File: src/rtl/gblur_pkg.sv
// Shared types and constants for the 5x5 Gaussian blur unit.
`default_nettype none

package gblur_pkg;

	// Window geometry and kernel.
	localparam int TAPS         = 5;
	localparam int KERNEL_TOTAL = 273;
	localparam int WEIGHT_BITS  = 6;

	// Fixed port widths.
	localparam int PORT_PIXEL_BITS   = 8;
	localparam int FRAME_WIDTH_BITS  = 11;
	localparam int FRAME_HEIGHT_BITS = 13;
	localparam int CFG_DATA_BITS     = 13;
	localparam int CFG_INDEX_BITS    = 1;

	// Frame geometry limits and reset values.
	localparam int ROW_BITS     = 13;
	localparam int MAX_HEIGHT   = 4096;
	localparam int RESET_WIDTH  = 640;
	localparam int RESET_HEIGHT = 480;

	// The line store keeps the four rows above the incoming pixel.
	localparam int LINE_LANES = 4;

	// Configuration register indexes.
	typedef enum logic [CFG_INDEX_BITS-1:0] {
		REG_FRAME_WIDTH  = 1'b0,
		REG_FRAME_HEIGHT = 1'b1
	} cfg_reg_t;

	typedef logic [WEIGHT_BITS-1:0] weight_t;
	typedef weight_t [TAPS-1:0] weight_col_t;
	typedef weight_col_t [TAPS-1:0] weight_grid_t;

	// Kernel weights, indexed [column][row]; the kernel is symmetric.
	localparam weight_grid_t TAP_WEIGHT = '{
		'{6'd1, 6'd4,  6'd6,  6'd4,  6'd1},
		'{6'd4, 6'd16, 6'd26, 6'd16, 6'd4},
		'{6'd6, 6'd26, 6'd41, 6'd26, 6'd6},
		'{6'd4, 6'd16, 6'd26, 6'd16, 6'd4},
		'{6'd1, 6'd4,  6'd6,  6'd4,  6'd1}
	};

	// Which window taps lie inside the frame for one result.
	typedef struct packed {
		logic [TAPS-1:0] row_ok;
		logic [TAPS-1:0] col_ok;
	} tap_mask_t;

	// Per-cell control: column shift, partial sum enable and tap validity.
	typedef struct packed {
		logic            shift;
		logic            calc;
		logic [TAPS-1:0] row_ok;
		logic            col_ok;
	} cell_ctl_t;

endpackage

`default_nettype wire

File: src/rtl/gblur_cell.sv
// One window column cell: holds five pixels and forms their weighted partial sum.
`default_nettype none

module gblur_cell
	import gblur_pkg::*;
#(
	parameter int PIXEL_BITS = 8
) (
	input  logic                             clk,
	input  cell_ctl_t                        ctl,
	input  weight_col_t                      weights,
	input  logic [TAPS-1:0][PIXEL_BITS-1:0]  col_in,
	output logic [TAPS-1:0][PIXEL_BITS-1:0]  col_out,
	output logic [PIXEL_BITS+6:0]            partial
);

	localparam int PartBits = PIXEL_BITS + 7;

	logic [TAPS-1:0][PIXEL_BITS-1:0] column_q;
	logic [PartBits-1:0]             part_d;
	logic [PartBits-1:0]             part_s3;

	// Column register: loads col_in (the neighbor, or the new column in the head cell) once per input transaction.
	always_ff @(posedge clk) begin
		if (ctl.shift) begin
			column_q <= col_in;
		end
	end

	// Weighted sum of the taps that fall inside the frame.
	always_comb begin
		part_d = '0;
		for (int dr = 0; dr < TAPS; dr++) begin
			if (ctl.col_ok && ctl.row_ok[dr]) begin
				part_d = part_d + PartBits'(column_q[dr]) * PartBits'(weights[dr]);
			end
		end
	end

	always_ff @(posedge clk) begin
		if (ctl.calc) begin
			part_s3 <= part_d;
		end
	end

	assign col_out = column_q;
	assign partial = part_s3;

endmodule

`default_nettype wire

File: config.mk
export PLATFORM = sky130hd
export DESIGN_NAME = gblur_cell
export DESIGN_NICKNAME = d
export VERILOG_FILES = /design/src/rtl/gblur_pkg.sv /design/src/rtl/gblur_cell.sv
export SDC_FILE = /design/constraint.sdc
export NUM_CORES = 1
export LEC_CHECK = 0
export ABC_AREA = 1
export ABC_CLOCK_PERIOD_IN_PS = 23900
export BUFFER_PORTS_ARGS = -buffer_cell sky130_fd_sc_hd__clkbuf_2
export CAP_MARGIN = 20
export CORE_ASPECT_RATIO = 0.5
export CORE_UTILIZATION = 50
export CTS_BUF_LIST = sky130_fd_sc_hd__clkbuf_8
export CTS_CLUSTER_SIZE = 40
export DETAILED_ROUTE_END_ITERATION = 8
export PLACE_DENSITY = 0.78
export RECOVER_POWER = 25
export SETUP_SLACK_MARGIN = 0.02
export SYNTH_ARGS = -nofsm -noshare
export SYNTH_HDL_FRONTEND = slang
export SYNTH_SLANG_ARGS = --single-unit
File: constraint.sdc
create_clock -name clk -period 23.9 [get_ports clk]
set_clock_uncertainty 0.05 [all_clocks]
set_input_delay 1.195 -clock clk [delete_from_list [all_inputs] [get_ports clk]]
set_output_delay 1.195 -clock clk [all_outputs]
set_load 0.02 [all_outputs]
* Yosys cells after proc, flatten, opt, wreduce, memory -nomap -nowiden
Cells that the tools add are included.
** Word-level totals
- Bits in registers :: 55
- Input port bits :: 79
- Output and inout bits :: 55
- Word-level logic and storage cells :: 25
** Cells by class
- $add $sub $neg :: 4
- Multipliers :: 5
- Muxes and demuxes :: 5
- Reduce and logical (&&, ||, !) cells :: 5
** Operator list (count)
- $mul 8x6->14 :: 5
- $add 15x14->15 :: 4
- $mux 15 :: 4
- $mux 14 :: 1
- $logic_and 1x1->1 :: 5

* Logic depth before layout (Yosys ltp)
- Word-level depth :: 10
- Mapped depth :: 60

* Worst setup path before layout
OpenSTA, ideal clock, no wires.
- Path type :: input-to-reg
- Start point :: input weights[0] (netlist name)
- End point :: register part_s3[14], in the netlist partial[14] (data pin)
- Library setup time :: 252 ps
- Arrival :: 10233 ps
- Setup slack :: 13365 ps
- Stages :: 57
- Cells stage by stage :: clkbuf_1 -> nand2_1 -> inv_1 -> fa_1 -> inv_1 -> fa_1 -> fa_1 -> inv_1 -> ha_1 -> nand2_1 -> nand3_2 -> nand2_1 -> nand2_1 -> or2_1 -> nand3_1 -> inv_1 -> fa_1 -> ha_1 -> [21 not listed] -> nor2_1 -> nand4_1 -> nand3_1 -> nand2_1 -> nand3_1 -> nand2_1 -> fa_1 -> inv_1 -> ha_1 -> inv_1 -> nor3_1 -> nand3_1 -> nand3_1 -> nand2_1 -> nor2_1 -> inv_1 -> nand2_1 -> nand2_1
** On the way
- Cells in the longest elaborated chain, start to end :: 10
** RTL lines
- from (decl) :: line gblur_cell.sv:11 : input weight_col_t weights,
- $mul 8x6->14 * :: line gblur_cell.sv:35 : part_d = part_d + PartBits'(column_q[dr]) * PartBits'(weights[dr]);
- $mux 14 * :: line gblur_cell.sv:34 : if (ctl.col_ok && ctl.row_ok[dr]) begin
- $add 15x14->15 :: line gblur_cell.sv:35
- $mux 15 * :: line gblur_cell.sv:34
- $add 15x14->15 :: line gblur_cell.sv:35
- $mux 15 * :: line gblur_cell.sv:34
- $add 15x14->15 :: line gblur_cell.sv:35
- $mux 15 * :: line gblur_cell.sv:34
- $add 15x14->15 :: line gblur_cell.sv:35
- $mux 15 * :: line gblur_cell.sv:34
- via part_d[14] :: line gblur_cell.sv:20 : logic [PartBits-1:0] part_d;
- to (signal assigned) :: line gblur_cell.sv:42 : part_s3 <= part_d;
- to (decl) :: line gblur_cell.sv:21 : logic [PartBits-1:0] part_s3;
The timed path passes the listed nets; every way through them passes the cells marked *.
A chain may end at the register's enable or synchronous reset.

* Final worst setup path
Same ends and word-level chain as after synthesis.

==> results.py <==
metrics = {
    "finish": {
        "mostFrequentLayoutCell": "nand2_1",
        "syn_to_final_growth_pct": 8.40,
        "mostFrequentLayoutCells": "497 x nand2_1, 401 x inv_1, 169 x fa_1",
        "n_antenna_cell": 0,
        "fillers": 2327,
        "drive_gt1_share_pct": 12.1,
        "final_nets": 2144,
    },
    "critical_path": {
        "startpoint_type": "primary input",
        "cp-endpoint": "partial[14]",
        "cp_num_cells": 57,
        "crit_family": "adder cells",
        "r2r-end": "partial[14]",
        "critPathBufInv": 10,
        "regToRegSetupSlack_ns": 13.24,
        "cp_slowest_cell": "fa_1",
        "rr_worst_depth": 56,
        "end_kind": "flop",
        "max_stage_delay_ns": 0.55,
        "crit_path_start": "weights[0]",
        "path_class": "primary input to flop",
        "crit_required_ns": 23.98,
        "timing.rr.start": "col_out[4]",
        "crit_fanout": 8,
        "crit_top_cell": "nand2_1",
        "arrival_ns": 11.15,
    },
    "yosys": {
        "synthDistinctLibCells": 40,
        "seq_area_frac_synth_pct": 13.4,
        "netlist_area_um2": 12400,
        "syn_nets": 2042,
        "synthXorXnorAreaFrac_pct": 1.56,
        "yosys-top-cells-area": "fa_1 27%, nand2_1 15%, ha_1 14%, edfxtp_1 13%, inv_1 12%",
        "synth_top_family_by_area": "adder cells",
        "yosysTopAreaCellShare_pct": 27.4,
        "synth_mux_area_share_pct": 0,
        "synthAdderAreaFrac_pct": 41.7,
        "synthSimpleGateAreaFrac_pct": 24.7,
        "synth_compound_area_share_pct": 4.65,
        "syn_area_per_cell_um2": 7.49,
        "synthCells": 1652,
        "ys_warn_count": 0,
        "ys_ff_latch": 55,
        "yosysTopAreaCell": "fa_1",
    },
    "placement": {
        "finalWeightedCongestion": 0.944,
        "dp_hpwl_um": 24200,
        "io_buffers": 133,
    },
    "timing": {
        "period_needed_ns": 11.07,
        "rsz0062_at_grt": "false",
        "setup_tns_ns": 0,
        "clock.fmax_ghz": 0.0903,
        "fin_crit_sh_pct": 46.3,
        "tightest_slew_ns": 0.920,
        "slew_headroom_pct": 38.6,
        "slew_viol_final": 0,
        "setup_viol": 0,
        "hold_viol": 0,
    },
    "job": {
        "max-cap-violations": 0,
    },
    "floorplan": {
        "coreArea_um2": 24100,
        "boundaryPins": 134,
        "die_area_um2": 25400,
        "rows": 40,
        "initial_core_util_pct": 51.3,
        "die_w_um": 224,
        "dieHeight_um": 113,
    },
    "cts": {
        "postCtsSetupBuffers": 0,
        "ctsResizeCount": 0,
        "cts_max_level": 2,
        "cts_made_buffers": 5,
        "clockBufferDepth": 2,
        "cts-root-buf": "clkbuf_8",
        "clk_pin_slew_ns": 0.13,
        "tritoncts": "built",
        "insertion_delay_ns": 0.38,
        "cts_sinks": 55,
        "cts_hold_buf": 0,
    },
    "route": {
        "viasPerCell": 4.94,
        "wire_per_inst_um": 13.5,
        "drtAntennaViolNets": 0,
        "wl_um": 28200,
        "drc": 0,
        "detail_route.iter0.violations": 722,
        "dr.pass1.iters": 5,
        "vias": 10300,
    },
    "power_and_ir_drop": {
        "total_power_uw": 1490,
        "power_density_nw_per_um2": 111,
        "vdd_drop_max_mv": 0.0776,
        "cellLeakagePower_uw": 0.00799,
    },
    "run_status": {
        "status": "complete, no violations",
    },
    "min_path": {
        "holdPathStages": 1,
        "min_path_type": "primary input to flop",
    },
    "grt": {
        "grt_pass1_vias": 10100,
        "grt_max_degree": 41,
        "grt_first_pass_wirelength_um": 48100,
        "antenna_found_initial": 0,
        "grt.total_usage_pct": 23.7,
        "grt-ovfl-total": 0,
    },
}
[power by group]
part / switching [uW] / internal, uW / total [uW] / leakage, uW
registers: 15.5 / 131 / 146 / 0.000543
logic: 792 / 476 / 1270 / 0.00739
clock network: 42.5 / 32.5 / 75.0 / 0.0000607
total: 850 / 640 / 1490 / 0.00799
[cells in the mapped netlist]
| library cell | number |
|---|---|
| a21boi_0 | 1 |
| a21boi_1 | 1 |
| a21o_1 | 3 |
| a21oi_1 | 35 |
| a21oi_2 | 8 |
| a31oi_1 | 6 |
| and2_1 | 8 |
| buf_2 | 5 |
| buf_4 | 1 |
| buf_6 | 2 |
| clkbuf_1 | 31 |
| clkinv_1 | 3 |
| edfxtp_1 | 55 |
| fa_1 | 169 |
| ha_1 | 142 |
| inv_1 | 401 |
| inv_2 | 11 |
| nand2_1 | 497 |
| nand2_2 | 20 |
| nand2_4 | 1 |
| nand3_1 | 92 |
| nand3_2 | 11 |
| nand3b_1 | 4 |
| nand4_1 | 15 |
| nor2_1 | 52 |
| nor2_2 | 4 |
| nor2_4 | 1 |
| nor3_1 | 4 |
| nor3_2 | 1 |
| o211ai_1 | 1 |
| o21a_1 | 1 |
| o21ai_0 | 12 |
| o21ai_1 | 7 |
| o21ai_2 | 14 |
| o21bai_1 | 3 |
| or2_0 | 2 |
| or2_1 | 5 |
| or2_2 | 1 |
| xnor2_1 | 9 |
| xor2_1 | 13 |
[cells by family (layout without fill, tap and decap cells)]
family,count (synthesis),after routing
buffers and inverters,454,557
adder cells (fa/ha/maj),311,311
XOR/XNOR,22,22
flip-flops,55,55
AO/OA/AOI/OAI,92,92
AND/OR/NAND/NOR,718,718
[cell type report]
type                       count  area, um^2  area share [%]
clock buffer                   5        68.8           0.513
clock inverter                 3        50.0           0.373
tap                          336         420            3.14
inverter                     415        1560            11.6
timing repair buffer         134         671            5.00
sequential                    55        1650            12.3
multi-input combinational   1143        8990            67.0
[registers in the layout, indices dropped and copies added, names as in the netlist]
register	count
col_out	40
partial	15
[worst min-delay path by stage]
stage                     start     endpoint  slack, ns
floorplan           col_out[32]   partial[0]       0.98
global placement    col_out[32]   partial[0]       0.96
detailed placement  col_out[32]   partial[0]       0.97
CTS                  col_in[31]  col_out[31]       0.92
global route         col_in[36]  col_out[36]       0.91
finish               col_in[34]  col_out[34]       0.93
[worst reg2reg max path: cells and delay by family (launching register included)]
family	cells	cell delay, ns
simple gates	33	3.72
fa+ha+maj	12	5.27
buf+inv	9	0.53
xor+xnor	1	0.16
compound gates	1	0.16
flops	1	0.54
[stage by stage]
step	instances	hold WS [ns]	worst slack (ns)	utilization, %	area [um^2]
2_1_floorplan	1652	0.983	13.37	-	12400
3_3_place_gp	2083	0.958	12.61	55.1	13300
3_5_place_dp	2083	0.974	12.51	55.1	13300
4_1_cts	2091	0.915	12.88	55.6	13400
5_1_grt	2091	0.913	12.10	55.6	13400
6_report	2091	0.930	12.83	55.6	13400
[per-layer routing]
layer / up-vias / routed length [um] / global-route usage, %
met5: - / 0 / 0
met4: 0 / 525 / 5.85
met3: 38 / 1440 / 3.43
met2: 279 / 12300 / 36.9
met1: 4852 / 13900 / 34.8
li1: 5160 / - / -
No activity file was read; power rests on OpenSTA's default activity.
