## src/rtl/gblur_pkg.sv

```systemverilog
// Shared types and constants for the 5x5 Gaussian blur unit.
`default_nettype none

package gblur_pkg;

	// Window geometry and kernel.
	localparam int TAPS         = 5;
	localparam int KERNEL_TOTAL = 273;
	localparam int WEIGHT_BITS  = 6;

	// Fixed port widths.
	localparam int PORT_PIXEL_BITS   = 8;
	localparam int FRAME_WIDTH_BITS  = 11;
	localparam int FRAME_HEIGHT_BITS = 13;
	localparam int CFG_DATA_BITS     = 13;
	localparam int CFG_INDEX_BITS    = 1;

	// Frame geometry limits and reset values.
	localparam int ROW_BITS     = 13;
	localparam int MAX_HEIGHT   = 4096;
	localparam int RESET_WIDTH  = 640;
	localparam int RESET_HEIGHT = 480;

	// The line store keeps the four rows above the incoming pixel.
	localparam int LINE_LANES = 4;

	// Configuration register indexes.
	typedef enum logic [CFG_INDEX_BITS-1:0] {
		REG_FRAME_WIDTH  = 1'b0,
		REG_FRAME_HEIGHT = 1'b1
	} cfg_reg_t;

	typedef logic [WEIGHT_BITS-1:0] weight_t;
	typedef weight_t [TAPS-1:0] weight_col_t;
	typedef weight_col_t [TAPS-1:0] weight_grid_t;

	// Kernel weights, indexed [column][row]; the kernel is symmetric.
	localparam weight_grid_t TAP_WEIGHT = '{
		'{6'd1, 6'd4,  6'd6,  6'd4,  6'd1},
		'{6'd4, 6'd16, 6'd26, 6'd16, 6'd4},
		'{6'd6, 6'd26, 6'd41, 6'd26, 6'd6},
		'{6'd4, 6'd16, 6'd26, 6'd16, 6'd4},
		'{6'd1, 6'd4,  6'd6,  6'd4,  6'd1}
	};

	// Which window taps lie inside the frame for one result.
	typedef struct packed {
		logic [TAPS-1:0] row_ok;
		logic [TAPS-1:0] col_ok;
	} tap_mask_t;

	// Per-cell control: column shift, partial sum enable and tap validity.
	typedef struct packed {
		logic            shift;
		logic            calc;
		logic [TAPS-1:0] row_ok;
		logic            col_ok;
	} cell_ctl_t;

endpackage

`default_nettype wire

```

## src/rtl/gblur_div.sv

```systemverilog
// Two-stage divide by the kernel total using a reciprocal multiply and one correction.
`default_nettype none

module gblur_div
	import gblur_pkg::*;
#(
	parameter int PIXEL_BITS = 8
) (
	input  logic                  clk,
	input  logic                  en,
	input  logic [PIXEL_BITS+8:0] sum,
	output logic [PIXEL_BITS-1:0] quot
);

	localparam int SumBits   = PIXEL_BITS + 9;
	localparam int Shift     = SumBits;
	localparam int RecipBits = SumBits - 8;
	localparam int ProdBits  = SumBits + RecipBits;
	localparam longint unsigned Recip = (64'd1 << Shift) / KERNEL_TOTAL;
	localparam logic [RecipBits-1:0] RecipConst = RecipBits'(Recip);

	logic [SumBits-1:0]    sum_s5;
	logic [ProdBits-1:0]   prod_s5;
	logic [PIXEL_BITS-1:0] quot_s6;
	logic [PIXEL_BITS-1:0] est;
	logic [SumBits-1:0]    rem_d;

	// The estimate is low by at most one; the remainder tells which.
	assign est   = PIXEL_BITS'(prod_s5 >> Shift);
	assign rem_d = sum_s5 - SumBits'(est) * SumBits'(KERNEL_TOTAL);

	always_ff @(posedge clk) begin
		if (en) begin
			sum_s5  <= sum;
			prod_s5 <= sum * RecipConst;
			quot_s6 <= (rem_d >= SumBits'(KERNEL_TOTAL)) ? est + PIXEL_BITS'(1) : est;
		end
	end

	assign quot = quot_s6;

endmodule

`default_nettype wire

```

## config.mk

```make
export PLATFORM = sky130hd
export DESIGN_NAME = gblur_div
export DESIGN_NICKNAME = d
export VERILOG_FILES = /design/src/rtl/gblur_pkg.sv /design/src/rtl/gblur_div.sv
export SDC_FILE = /design/constraint.sdc
export NUM_CORES = 1
export LEC_CHECK = 0
export ABC_AREA = 1
export BUFFER_PORTS_ARGS = -buffer_cell sky130_fd_sc_hd__buf_2
export CAP_MARGIN = 5
export CELL_PAD_IN_SITES_DETAIL_PLACEMENT = 1
export CELL_PAD_IN_SITES_GLOBAL_PLACEMENT = 2
export CORE_MARGIN = 2
export CORE_UTILIZATION = 30
export CTS_BUF_LIST = sky130_fd_sc_hd__clkbuf_16
export DETAILED_ROUTE_END_ITERATION = 12
export HOLD_SLACK_MARGIN = 0.15
export PLACE_DENSITY = 0.75
export SKIP_LAST_GASP = 1
export SYNTH_ARGS = -nofsm -noshare
export SYNTH_HDL_FRONTEND = slang
export SYNTH_SLANG_ARGS = --single-unit
```

## constraint.sdc

```tcl
create_clock -name clk -period 8.2 [get_ports clk]
set_input_delay 0.82 -clock clk [delete_from_list [all_inputs] [get_ports clk]]
set_output_delay 0.82 -clock clk [all_outputs]
set_load 0.02 [all_outputs]
```

# Word level (Yosys, flattened, before mapping)
# Cells that the tools add are included.
dict set report classes {
  n_mux 1
  magnitude_cmp 1
  n_mul 2
  n_addsub 2
}
# op n
set op_table {}
lappend op_table {{17-bit by 4-bit multiplier with 20-bit output, second input constant} 1}
lappend op_table {{17-bit by 9-bit greater-or-equal comparator with 1-bit output, second input constant} 1}
lappend op_table {{8-bit by 9-bit multiplier with 17-bit output, second input constant} 1}
lappend op_table {{17-bit subtractor} 1}
lappend op_table {{8-bit by 1-bit adder with 8-bit output, second input constant} 1}
lappend op_table {{8-bit 2-to-1 mux} 1}
dict set report word_totals {
  regBits 45
  out_inout_bits 8
  word_cells 9
  input_bits 19
}

# Longest topological paths before layout
# Gate-level depths: netlist of the first run.
dict set report logic_depth {
  word_depth 4
  depth_mapped 22
  depth_no_buf 22
}

# Least setup slack after synthesis of the first run
# Ideal clock, no wire load.
dict set report synth_timing {
  path_kind {reg-to-reg}
  start {reg prod_s5[20]}
  end {reg quot_s6[5] (netlist: quot[5]), data pin}
  arrival_time_ns 3.270
  setup_time_ns 0.253
  path_buffers 0
  path_stages_with_launch 20
  period_less_slack_ns 3.522
  setup_slack_ns 4.678
  cell_sequence {edfxtp_1 ha_1 inv_1 fa_1 inv_1 fa_1 inv_1 ha_1 nand2_1 inv_1 a21oi_2 nand3_1 nand2_1 nand2_1 nor2_2 nand3_2 nor2_4 nand2_4 nand2_1 nand2_1}
}
dict set report synth_between {
  elab_chain_cells 4
  word_cells_on_any_way 5
  cone_classes {add/sub: 2; mul: 1; order compare: 1; mux: 1}
}
# item line
set synth_lines {}
lappend synth_lines {{from (decl)} gblur_div.sv:23} ;# logic [ProdBits-1:0] prod_s5;
lappend synth_lines {{from (signal assigned)} gblur_div.sv:35} ;# prod_s5 <= sum * RecipConst;
lappend synth_lines {{8-bit by 9-bit multiplier with 17-bit output} gblur_div.sv:30} ;# assign rem_d = sum_s5 - SumBits'(est) * SumBits'(KERNEL_TOTAL);
lappend synth_lines {{17-bit subtractor} gblur_div.sv:30}
lappend synth_lines {{17-bit by 9-bit greater-or-equal comparator with 1-bit output} gblur_div.sv:36} ;# quot_s6 <= (rem_d >= SumBits'(KERNEL_TOTAL)) ? est + PIXEL_BITS'(1) : est;
lappend synth_lines {{8-bit 2-to-1 mux *} gblur_div.sv:36}
lappend synth_lines {{to (signal assigned)} gblur_div.sv:36}
lappend synth_lines {{to (decl)} gblur_div.sv:24} ;# logic [PIXEL_BITS-1:0] quot_s6;
# Mark *: on every way between the ends. The rest lies on a longest branch, timed or not.
# A chain may end at the register's enable or synchronous reset.

# Worst setup path after layout of the first run
dict set report layout_timing {
  start {reg prod_s5[20]}
  end {reg quot_s6[0] (netlist: quot[0]), data pin}
}
dict set report layout_between {
  elab_chain_cells 4
}
# item line
set layout_lines {}
lappend layout_lines {{8-bit by 9-bit multiplier with 17-bit output} gblur_div.sv:30}
lappend layout_lines {{17-bit subtractor} gblur_div.sv:30}
lappend layout_lines {{17-bit by 9-bit greater-or-equal comparator with 1-bit output} gblur_div.sv:36}
lappend layout_lines {{8-bit 2-to-1 mux} gblur_div.sv:36}
# Every way passes these cells.

==> impl_metrics.env, run 1 <==
export IMPL_critPathTopFamily="adder cells"
export IMPL_grt_max_degree=34
export IMPL_crit_end="quot[0]"
export IMPL_wl_per_cell_um=14.0
export IMPL_min_period_ps=4010
export IMPL_reg2reg_depth=19
export IMPL_synth_fa_ha_area_share_pct=37.1
export IMPL_numCtsBuffers=5
export IMPL_grt_pass1_vias=4106
export IMPL_multi_input_area_um2=3110
export IMPL_synthMuxAreaShare_pct=0
export IMPL_r2r_start="prod_s5[20]"
export IMPL_fp_dieH_um=127
export IMPL_holdBufCountCts=0
export IMPL_crit_path_max_fanout=9
export IMPL_syn_area_um2=4530
export IMPL_clk_path_buf_depth=2
export IMPL_r2r_end="quot[0]"
export IMPL_layoutNonFillerInstCount=775
export IMPL_hp_class="register to register"
export IMPL_final_cell_mix="nand2_1, inv_1, ha_1"
export IMPL_end_kind="register"
export IMPL_path_class="register to register"
export IMPL_synth_edf_count=33
export IMPL_antenna_found_initial=0
export IMPL_synth_xor_area_share_pct=3.67
export IMPL_max_stage_delay_ps=530
export IMPL_synthSimpleGateAreaFrac_pct=23.3
export IMPL_crit_slowest_cell="fa_1"
export IMPL_critical_path_cell_count=19
export IMPL_initial_utilization_pct=31.0
export IMPL_cp_required_ps=8230
export IMPL_syn_inst=557
export IMPL_via_per_inst=4.69
export IMPL_tns_ps=0
export IMPL_postSynth_asyncResetShare_pct=0
export IMPL_crit_path_start_kind="register"
export IMPL_timing_final_crit_share_pct=48.9
export IMPL_tightest_slew_ps=709
export IMPL_cp_common_cell="nand2_1"
export IMPL_fp_row_count=44
export IMPL_synthTopCellsByArea="edfxtp_1, ha_1, fa_1"
export IMPL_synth_compound_area_share_pct=4.50
export IMPL_report_final_hold_viol_count=0
export IMPL_synth_top_area_share_pct=21.9
export IMPL_post_cts_buffers=0
export IMPL_nets=720
export IMPL_setup_viol=0
export IMPL_cts_root_buf="clkbuf_16"
export IMPL_max_slew_margin_pct=52.7
export IMPL_crit_path_cell_trace="ha_1 > inv_1 > fa_1 > inv_1 > fa_1 > inv_1 > ha_1 > nand2_1 > nor2_1 > and2_1 > nand2_1 > nand2_1 > nand2_1 > nand2_1 > nand3_2 > nor2_4 > nand2_4 > nand2_1 > nand2_1"
export IMPL_grt_first_pass_wirelength_mm=18.8
export IMPL_dieWidth_um=127
export IMPL_grt_usage_pct=14.4
export IMPL_yosysWarningCount=0
export IMPL_ys_seq_elements=33
export IMPL_ant_nets=0
export IMPL_tritoncts="built"
export IMPL_seq_area_um2=991
export IMPL_overflow=0
export IMPL_r2r_setup_slack_ps=4190
export IMPL_gp_congestion=0.871
export IMPL_drtIter0Drc=113
export IMPL_synth_seq_area_share_pct=21.9
export IMPL_antenna_cells=0
export IMPL_cts_resized=0
export IMPL_cp_startpoint="prod_s5[20]"
export IMPL_core_um2=14600
export IMPL_hpwl_mm=9.66
export IMPL_dp_cells=767
export IMPL_critPathArrivalTime_ps=4050
export IMPL_status="complete, no violations"
export IMPL_insertion_delay_ps=280
export IMPL_area_delta_synth_final_pct=11.5
export IMPL_wl_mm=10.8
export IMPL_h_tree_depth=2
export IMPL_syn_nets=687
export IMPL_numPortBuffers=26
export IMPL_ys_types=30
export IMPL_yosys_area_top_type="edfxtp_1"
export IMPL_drc=0
export IMPL_fmax_ghz=0.249
export IMPL_fillerInstances=1785
export IMPL_clkTransAtPathRegs_ps=60
export IMPL_path_buf_inv=3
export IMPL_rsz0062_at_grt="false"
export IMPL_final_common_cell="nand2_1"
export IMPL_slew_viol_final=0
export IMPL_synth_top_family_by_area="adder cells"
export IMPL_clock_sinks=33
export IMPL_firstDrtPassIters=5
export IMPL_drive_gt1_share_pct=8.63
export IMPL_die_area_um2=16100
export IMPL_via_count=3633
export IMPL_io_pins=27
export IMPL_avgSynthCellArea_um2=8.14
export IMPL_clock_skew_final_ps=11.2
export IMPL_synthFlopType="edfxtp_1"
export IMPL_drv_cap=0
-- synthesized netlist by cell type (2+ instances only) --
master and number:
nor3_1 6, inv_2 5, xor2_1 14, fa_1 39
ha_1 72, nand4_1 8, a21o_1 2, nand3_2 2
nand2_2 3, xnor2_1 5, nand3_1 41, nor2_4 3
inv_1 111, o21bai_1 2, o21ai_0 6, a21oi_1 21
nor2_1 29, nor2_2 3, nand2_1 142, edfxtp_1 33
-- how the worst min path moves through the flow --
stage / cells after the start / endpoint / slack [ps] / startpoint
after detailed placement: 2 / quot[7] / 700 / prod_s5[24]
after CTS: 2 / quot[7] / 710 / prod_s5[24]
after floorplan: 2 / quot[7] / 620 / prod_s5[24]
after global placement: 2 / quot[7] / 690 / prod_s5[24]
after global routing: 2 / quot[6] / 770 / prod_s5[23]
final: 2 / quot[7] / 700 / prod_s5[24]
-- logic make-up after synthesis --
logic type | after synthesis
AOI/OAI and AO/OA | 36
xor gates and xnor gates | 19
adders and majority gates | 111
buffers and inverters | 116
DFF | 33
and+or+nand+nor | 242
-- worst register-to-register path: cells and delay by family, from the launching register on --
| family | cells | cell delay [ps] |
|---|---|---|
| flip-flops | 1 | 500 |
| buffers and inverters | 3 | 180 |
| AND/OR/NAND/NOR | 12 | 1370 |
| adder cells (fa/ha/maj) | 4 | 1730 |
-- metrics by stage --
stage | setup slack [ps] | hold WS (ps) | cell area, µm² | util, %
2_1_floorplan | 4680 | 621 | 4530 | -
3_3_place_gp | 4220 | 688 | 4890 | 33.4
3_5_place_dp | 4150 | 700 | 4890 | 33.4
4_1_cts | 4150 | 714 | 5060 | 34.5
5_1_grt | 3880 | 775 | 5060 | 34.5
6_report | 4190 | 697 | 5060 | 34.5
-- area by class of cell --
| class | instances | area share, % |
|---|---|---|
| timing repair buffer | 26 | 2.57 |
| clock inverter | 3 | 0.742 |
| clock buffer | 5 | 2.47 |
| multi-input combinational | 408 | 61.5 |
| sequential | 33 | 19.6 |
| inverter | 116 | 8.61 |
| tap | 184 | 4.55 |
-- sequential cells by signal, summed over array words and instances, names as in the netlist --
signal / flops
prod_s5: 8
quot: 8
sum_s5: 17
-- metal layers --
layer  vias up  track usage (%)  wire length (µm)
met5         -                0                 0
met4         0             4.85               265
met3        17             1.22               225
met2        44             26.9              5510
met1      1735             17.2              4820
li1       1837                -                 -
Power of run 1 is not shown: default switching activity piles up to over one toggle a cycle in this logic, so the estimate is an artifact.
==> inputs of run 2 (changes only) <==
Settings changed: ABC_AREA 1 to 0, PLACE_DENSITY 0.75 to 0.7.
Clock period 8.2 ns to 4.1 ns, I/O delays scaled along.
==> impl_metrics.env, run 2 <==
export IMPL_rsz0062_at_grt="true"
export IMPL_die_area_um2=14600
export IMPL_grt_max_degree=34
export IMPL_final_common_cell="inv_1"
export IMPL_largest_reg_flops=17
export IMPL_grt_first_pass_wirelength_mm=16.0
export IMPL_cp_required_ps=4130
export IMPL_io_pins=27
export IMPL_ant_nets=0
export IMPL_crit_slowest_cell="fa_1"
export IMPL_fp_dieH_um=121
export IMPL_synth_commonest_cells="ha_1, inv_1, fa_1"
export IMPL_wl_per_cell_um=15.2
export IMPL_max_stage_delay_ps=490
export IMPL_syn_nets=502
export IMPL_syn_area_um2=4080
export IMPL_yosysMostFrequentCell="ha_1"
export IMPL_wl_mm=9.36
export IMPL_largest_register="sum_s5"
export IMPL_h_tree_depth=2
export IMPL_min_period_ps=4040
export IMPL_yosysWarningCount=0
export IMPL_timing_final_crit_share_pct=98.6
export IMPL_syn_inst=372
export IMPL_core_um2=13200
export IMPL_report_final_hold_viol_count=0
export IMPL_crit_path_cell_trace="ha_1 > inv_2 > fa_1 > inv_1 > fa_1 > inv_2 > ha_4 > a21o_4 > buf_6 > a21oi_4 > o211ai_2 > a2111oi_4 > o2111ai_4 > nor2_4 > mux2_4"
export IMPL_hpwl_mm=7.77
export IMPL_end_kind="register"
export IMPL_path_class="register to register"
export IMPL_r2r_start="prod_s5[20]"
export IMPL_synthFlopType="edfxtp_1"
export IMPL_yosys_area_top_type="edfxtp_1"
export IMPL_slew_viol_final=0
export IMPL_crit_path_start_kind="register"
export IMPL_fin_util_pct=39.4
export IMPL_nets=567
export IMPL_clk_path_buf_depth=2
export IMPL_via_per_inst=4.82
export IMPL_numCtsBuffers=5
export IMPL_antenna_cells=0
export IMPL_grt_usage_pct=13.7
export IMPL_holdBufCountCts=0
export IMPL_via_count=2958
export IMPL_initial_utilization_pct=30.8
export IMPL_path_buf_inv=4
export IMPL_antenna_found_initial=0
export IMPL_holdPathEnd="sum_s5[0]"
export IMPL_drtIter0Drc=70
export IMPL_synth_top_area_share_pct=24.3
export IMPL_avgSynthCellArea_um2=11.0
export IMPL_status="complete, no violations"
export IMPL_clock_skew_final_ps=4.84
export IMPL_clkTransAtPathRegs_ps=50
export IMPL_worstHoldStart="sum[0]"
export IMPL_grt_pass1_vias=3363
export IMPL_firstDrtPassIters=4
export IMPL_numPortBuffers=26
export IMPL_synth_seq_area_share_pct=24.3
export IMPL_fp_row_count=42
export IMPL_clock_sinks=33
export IMPL_setup_viol=0
export IMPL_tritoncts="built"
export IMPL_insertion_delay_ps=280
export IMPL_drive_gt1_share_pct=29.2
export IMPL_synthTopCellsByArea="edfxtp_1, ha_1, fa_1"
export IMPL_crit_path_max_fanout=6
export IMPL_critPathTopFamily="adder cells"
export IMPL_max_slew_margin_pct=54.3
export IMPL_ys_seq_elements=33
export IMPL_final_cell_mix="inv_1, ha_1, fa_1"
export IMPL_hold_path_depth=1
export IMPL_drv_cap=0
export IMPL_synth_edf_count=33
export IMPL_ys_types=57
export IMPL_gp_congestion=0.800
export IMPL_overflow=0
export IMPL_reg2reg_depth=15
export IMPL_critPathArrivalTime_ps=4070
export IMPL_hp_class="input port to register"
export IMPL_drc=0
export IMPL_postSynth_asyncResetShare_pct=0
export IMPL_r2r_end="quot[1]"
export IMPL_cts_root_buf="clkbuf_16"
export IMPL_tightest_slew_ps=685
export IMPL_fmax_ghz=0.247
export IMPL_r2r_setup_slack_ps=60
export IMPL_area_delta_synth_final_pct=27.9
export IMPL_fillerInstances=1492
export IMPL_dieWidth_um=121
[run 2: cell count changes after synthesis, sizes merged, moves of 10 or more]
cell | previous run | this run
nand2 | 146 | 13
o21ai | 6 | 18
nor2 | 35 | 11
inv | 116 | 60
xnor2 | 5 | 15
nand3 | 43 | 5
[run 2: worst reg2reg max path: stages (launching register included)]
cell and delay [ps]:
edfxtp_1 410, ha_1 320, inv_2 50, fa_1 480, inv_1 50, fa_1 490, inv_2 50, ha_4 210
a21o_4 230, buf_6 120, a21oi_4 130, o211ai_2 110, a2111oi_4 380, o2111ai_4 260, nor2_4 200, mux2_4 310
[run 2: per-layer routing]
metal / up-vias / wire length, µm / GRT usage (%)
li1: 1450 / - / -
met1: 1451 / 3970 / 15.9
met2: 39 / 5030 / 25.8
met3: 18 / 109 / 0.849
met4: 0 / 253 / 6.10
met5: - / 0 / 0
[run 2: how the worst max path moves through the flow]
| stage | from | end | slack (ps) | cells past startpoint |
|---|---|---|---|---|
| floorplan | prod_s5[20] | quot[1] | 2 | 14 |
| global placement | prod_s5[20] | quot[1] | -50 | 15 |
| detailed placement | prod_s5[24] | quot[1] | -170 | 16 |
| CTS | prod_s5[18] | quot[5] | 1 | 13 |
| global route | prod_s5[20] | quot[4] | -100 | 16 |
| finish | prod_s5[20] | quot[1] | 60 | 15 |
[run 2: final cells by class]
class                   instances  area (µm²)  share of cell area [%]
clock buffers                   5         125                    2.40
well taps                     176         220                    4.22
flip-flops and latches         33         991                    19.0
multi-input cells             276        3250                    62.2
clock inverters                 3        12.5                   0.240
repair buffers                 61         400                    7.67
inverters                      60         225                    4.31
[run 2: timing repair]
item / CTS / global route
pin swaps: 14 / 28
gates cloned: 0 / 0
endpoints found under the setup margin: 8 / 8
resized for setup: 21 / 46
buffers inserted: 6 / 2
[run 2: cells by family after synthesis]
logic type	share of synthesized area, %
muxes	0.766
adders and majority gates	41.2
xor gates and xnor gates	5.09
buffers and inverters	6.04
DFF	24.3
AOI/OAI and AO/OA	13.7
and+or+nand+nor	8.95
[run 2: per-stage QoR]
stage / TNS (ps) / hold slack (ps) / std cells / setup WS (ps) / cell area (µm²)
after floorplan: 0 / 509 / 372 / 2.42 / 4080
after detailed placement: -665 / 657 / 598 / -175 / 4610
after CTS: 0 / 361 / 612 / 1.24 / 4910
after global placement: -88.5 / 646 / 598 / -47.1 / 4610
final: 0 / 372 / 614 / 59.3 / 5220
after global routing: -432 / 379 / 614 / -104 / 5220
Power of run 2 is left out for the same reason.
==> inputs of run 3 (changes only) <==
Settings changed: CORE_MARGIN 2 to not set.
==> impl_metrics.env, run 3 (synthesis results as in run 2) <==
export IMPL_status="complete, no violations"
export IMPL_clkTransAtPathRegs_ps=50
export IMPL_hp_class="input port to register"
export IMPL_drv_cap=0
export IMPL_grt_pass1_vias=3212
export IMPL_dp_cells=598
export IMPL_final_cell_mix="inv_1, ha_1, fa_1"
export IMPL_path_class="register to register"
export IMPL_r2r_setup_slack_ps=70
export IMPL_firstDrtPassIters=4
export IMPL_globalRouteMet3Util_pct=0.917
export IMPL_io_pins=27
export IMPL_hpwl_mm=7.62
export IMPL_overflow=0
export IMPL_critPathArrivalTime_ps=4050
export IMPL_clk_path_buf_depth=2
export IMPL_crit_path_start_kind="register"
export IMPL_layoutNonFillerInstCount=610
export IMPL_wl_mm=9.43
export IMPL_insertion_delay_ps=280
export IMPL_drc=0
export IMPL_fmax_ghz=0.248
export IMPL_use_met2_pct=25.0
export IMPL_placed_cell_area_um2=4610
export IMPL_antenna_cells=0
export IMPL_cp_required_ps=4120
export IMPL_setup_viol=0
export IMPL_whs_ps=370
export IMPL_grt_usage_pct=13.5
export IMPL_dieWidth_um=119
export IMPL_grt_util_met1_pct=16.0
export IMPL_gp_congestion=0.761
export IMPL_finish_instance_area_um2=5190
export IMPL_tns_ps=0
export IMPL_crit_path_max_fanout=6
export IMPL_report_final_hold_viol_count=0
export IMPL_slew_viol_final=0
export IMPL_top_usage_layer="met2"
export IMPL_crit_slowest_cell="fa_1"
export IMPL_tritoncts="built"
export IMPL_fp_row_count=42
export IMPL_drive_gt1_share_pct=28.8
export IMPL_fp_dieH_um=119
export IMPL_initial_utilization_pct=30.8
export IMPL_grt_max_degree=34
export IMPL_max_slew_margin_pct=53.2
export IMPL_h_tree_depth=2
export IMPL_antenna_found_initial=0
export IMPL_wl_per_cell_um=15.5
export IMPL_clock_skew_final_ps=8.36
export IMPL_die_area_um2=14100
export IMPL_core_um2=13200
export IMPL_area_delta_synth_final_pct=27.2
export IMPL_grt_first_pass_wirelength_mm=15.2
export IMPL_nets=563
export IMPL_max_stage_delay_ps=520
export IMPL_largest_reg_flops=17
export IMPL_drtIter0Drc=66
export IMPL_numCtsBuffers=5
export IMPL_tightest_slew_ps=701
export IMPL_final_common_cell="inv_1"
export IMPL_clock_sinks=33
export IMPL_via_per_inst=4.80
export IMPL_ant_nets=0
export IMPL_via_count=2928
export IMPL_crit_path_cell_trace="ha_1 > inv_2 > fa_1 > inv_1 > fa_1 > inv_1 > ha_4 > nand2_2 > o21ai_4 > o311ai_4 > buf_4 > a21oi_1 > o32a_1 > nand4b_4 > nor2_4 > mux2_4"
export IMPL_cts_root_buf="clkbuf_16"
export IMPL_timing_final_crit_share_pct=98.2
export IMPL_largest_register="sum_s5"
export IMPL_numPortBuffers=26
export IMPL_end_kind="register"
export IMPL_min_period_ps=4030
run 3: cell types whose count changed in the layout (fill, tap and decap cells not counted), moves of 2 or more:
| cell | before | now |
|---|---|---|
| inv_2 | 4 | 7 |
| a21oi_2 | 5 | 7 |
| o21ai_1 | 4 | 6 |
| inv_1 | 56 | 54 |
| buf_4 | 33 | 29 |
run 3: metal layers:
layer / wire [µm] / share of wire (%)
met4: 148 / 1.6
met5: 0 / 0
met2: 5260 / 56
met3: 71 / 0.75
met1: 3950 / 42
run 3: worst paths after layout:
| check | startpoint | end | cells past startpoint |
|---|---|---|---|
| setup / recovery | prod_s5[20] | quot[1] | 16 |
| hold / removal | sum[0] | sum_s5[0] | 1 |
| setup reg to reg | prod_s5[20] | quot[1] | 16 |
| hold reg to reg | prod_s5[24] | quot[7] | 2 |
run 3: worst max-delay path, delay by kind of cell (launching register included):
family / cells / cell delay, ps
buf+inv: 4 / 320
flops: 1 / 420
fa+ha+maj: 4 / 1640
simple gates: 3 / 430
compound gates: 4 / 650
mux: 1 / 310
run 3: what timing repair did:
item | 4_1_cts | 5_1_grt
endpoints found under the hold margin | 0 | 0
gates resized for setup | 8 | 58
gates cloned | 0 | 0
hold buffers | 0 | 0
setup buffers | 1 | 3
endpoints found under the setup margin | 3 | 8
pin swaps | 5 | 36
run 3: per-stage QoR:
| stage | util, % | setup slack, ps |
|---|---|---|
| finish | 39.2 | 73.2 |
| global route | 39.2 | -46.0 |
| CTS | 36.6 | 9.43 |
| detailed placement | 34.8 | -104 |
| global placement | 34.8 | -56.5 |
| floorplan | - | 2.42 |
run 3: layout make-up:
type	instances	area, µm²
Inverter	60	225
Multi-Input combinational cell	276	3220
Clock inverter	3	37.5
Fill cell	1493	8050
Tap cell	176	220
Timing Repair Buffer	57	370
Sequential cell	33	991
Clock buffer	5	125
Power of run 3 is left out for the same reason.
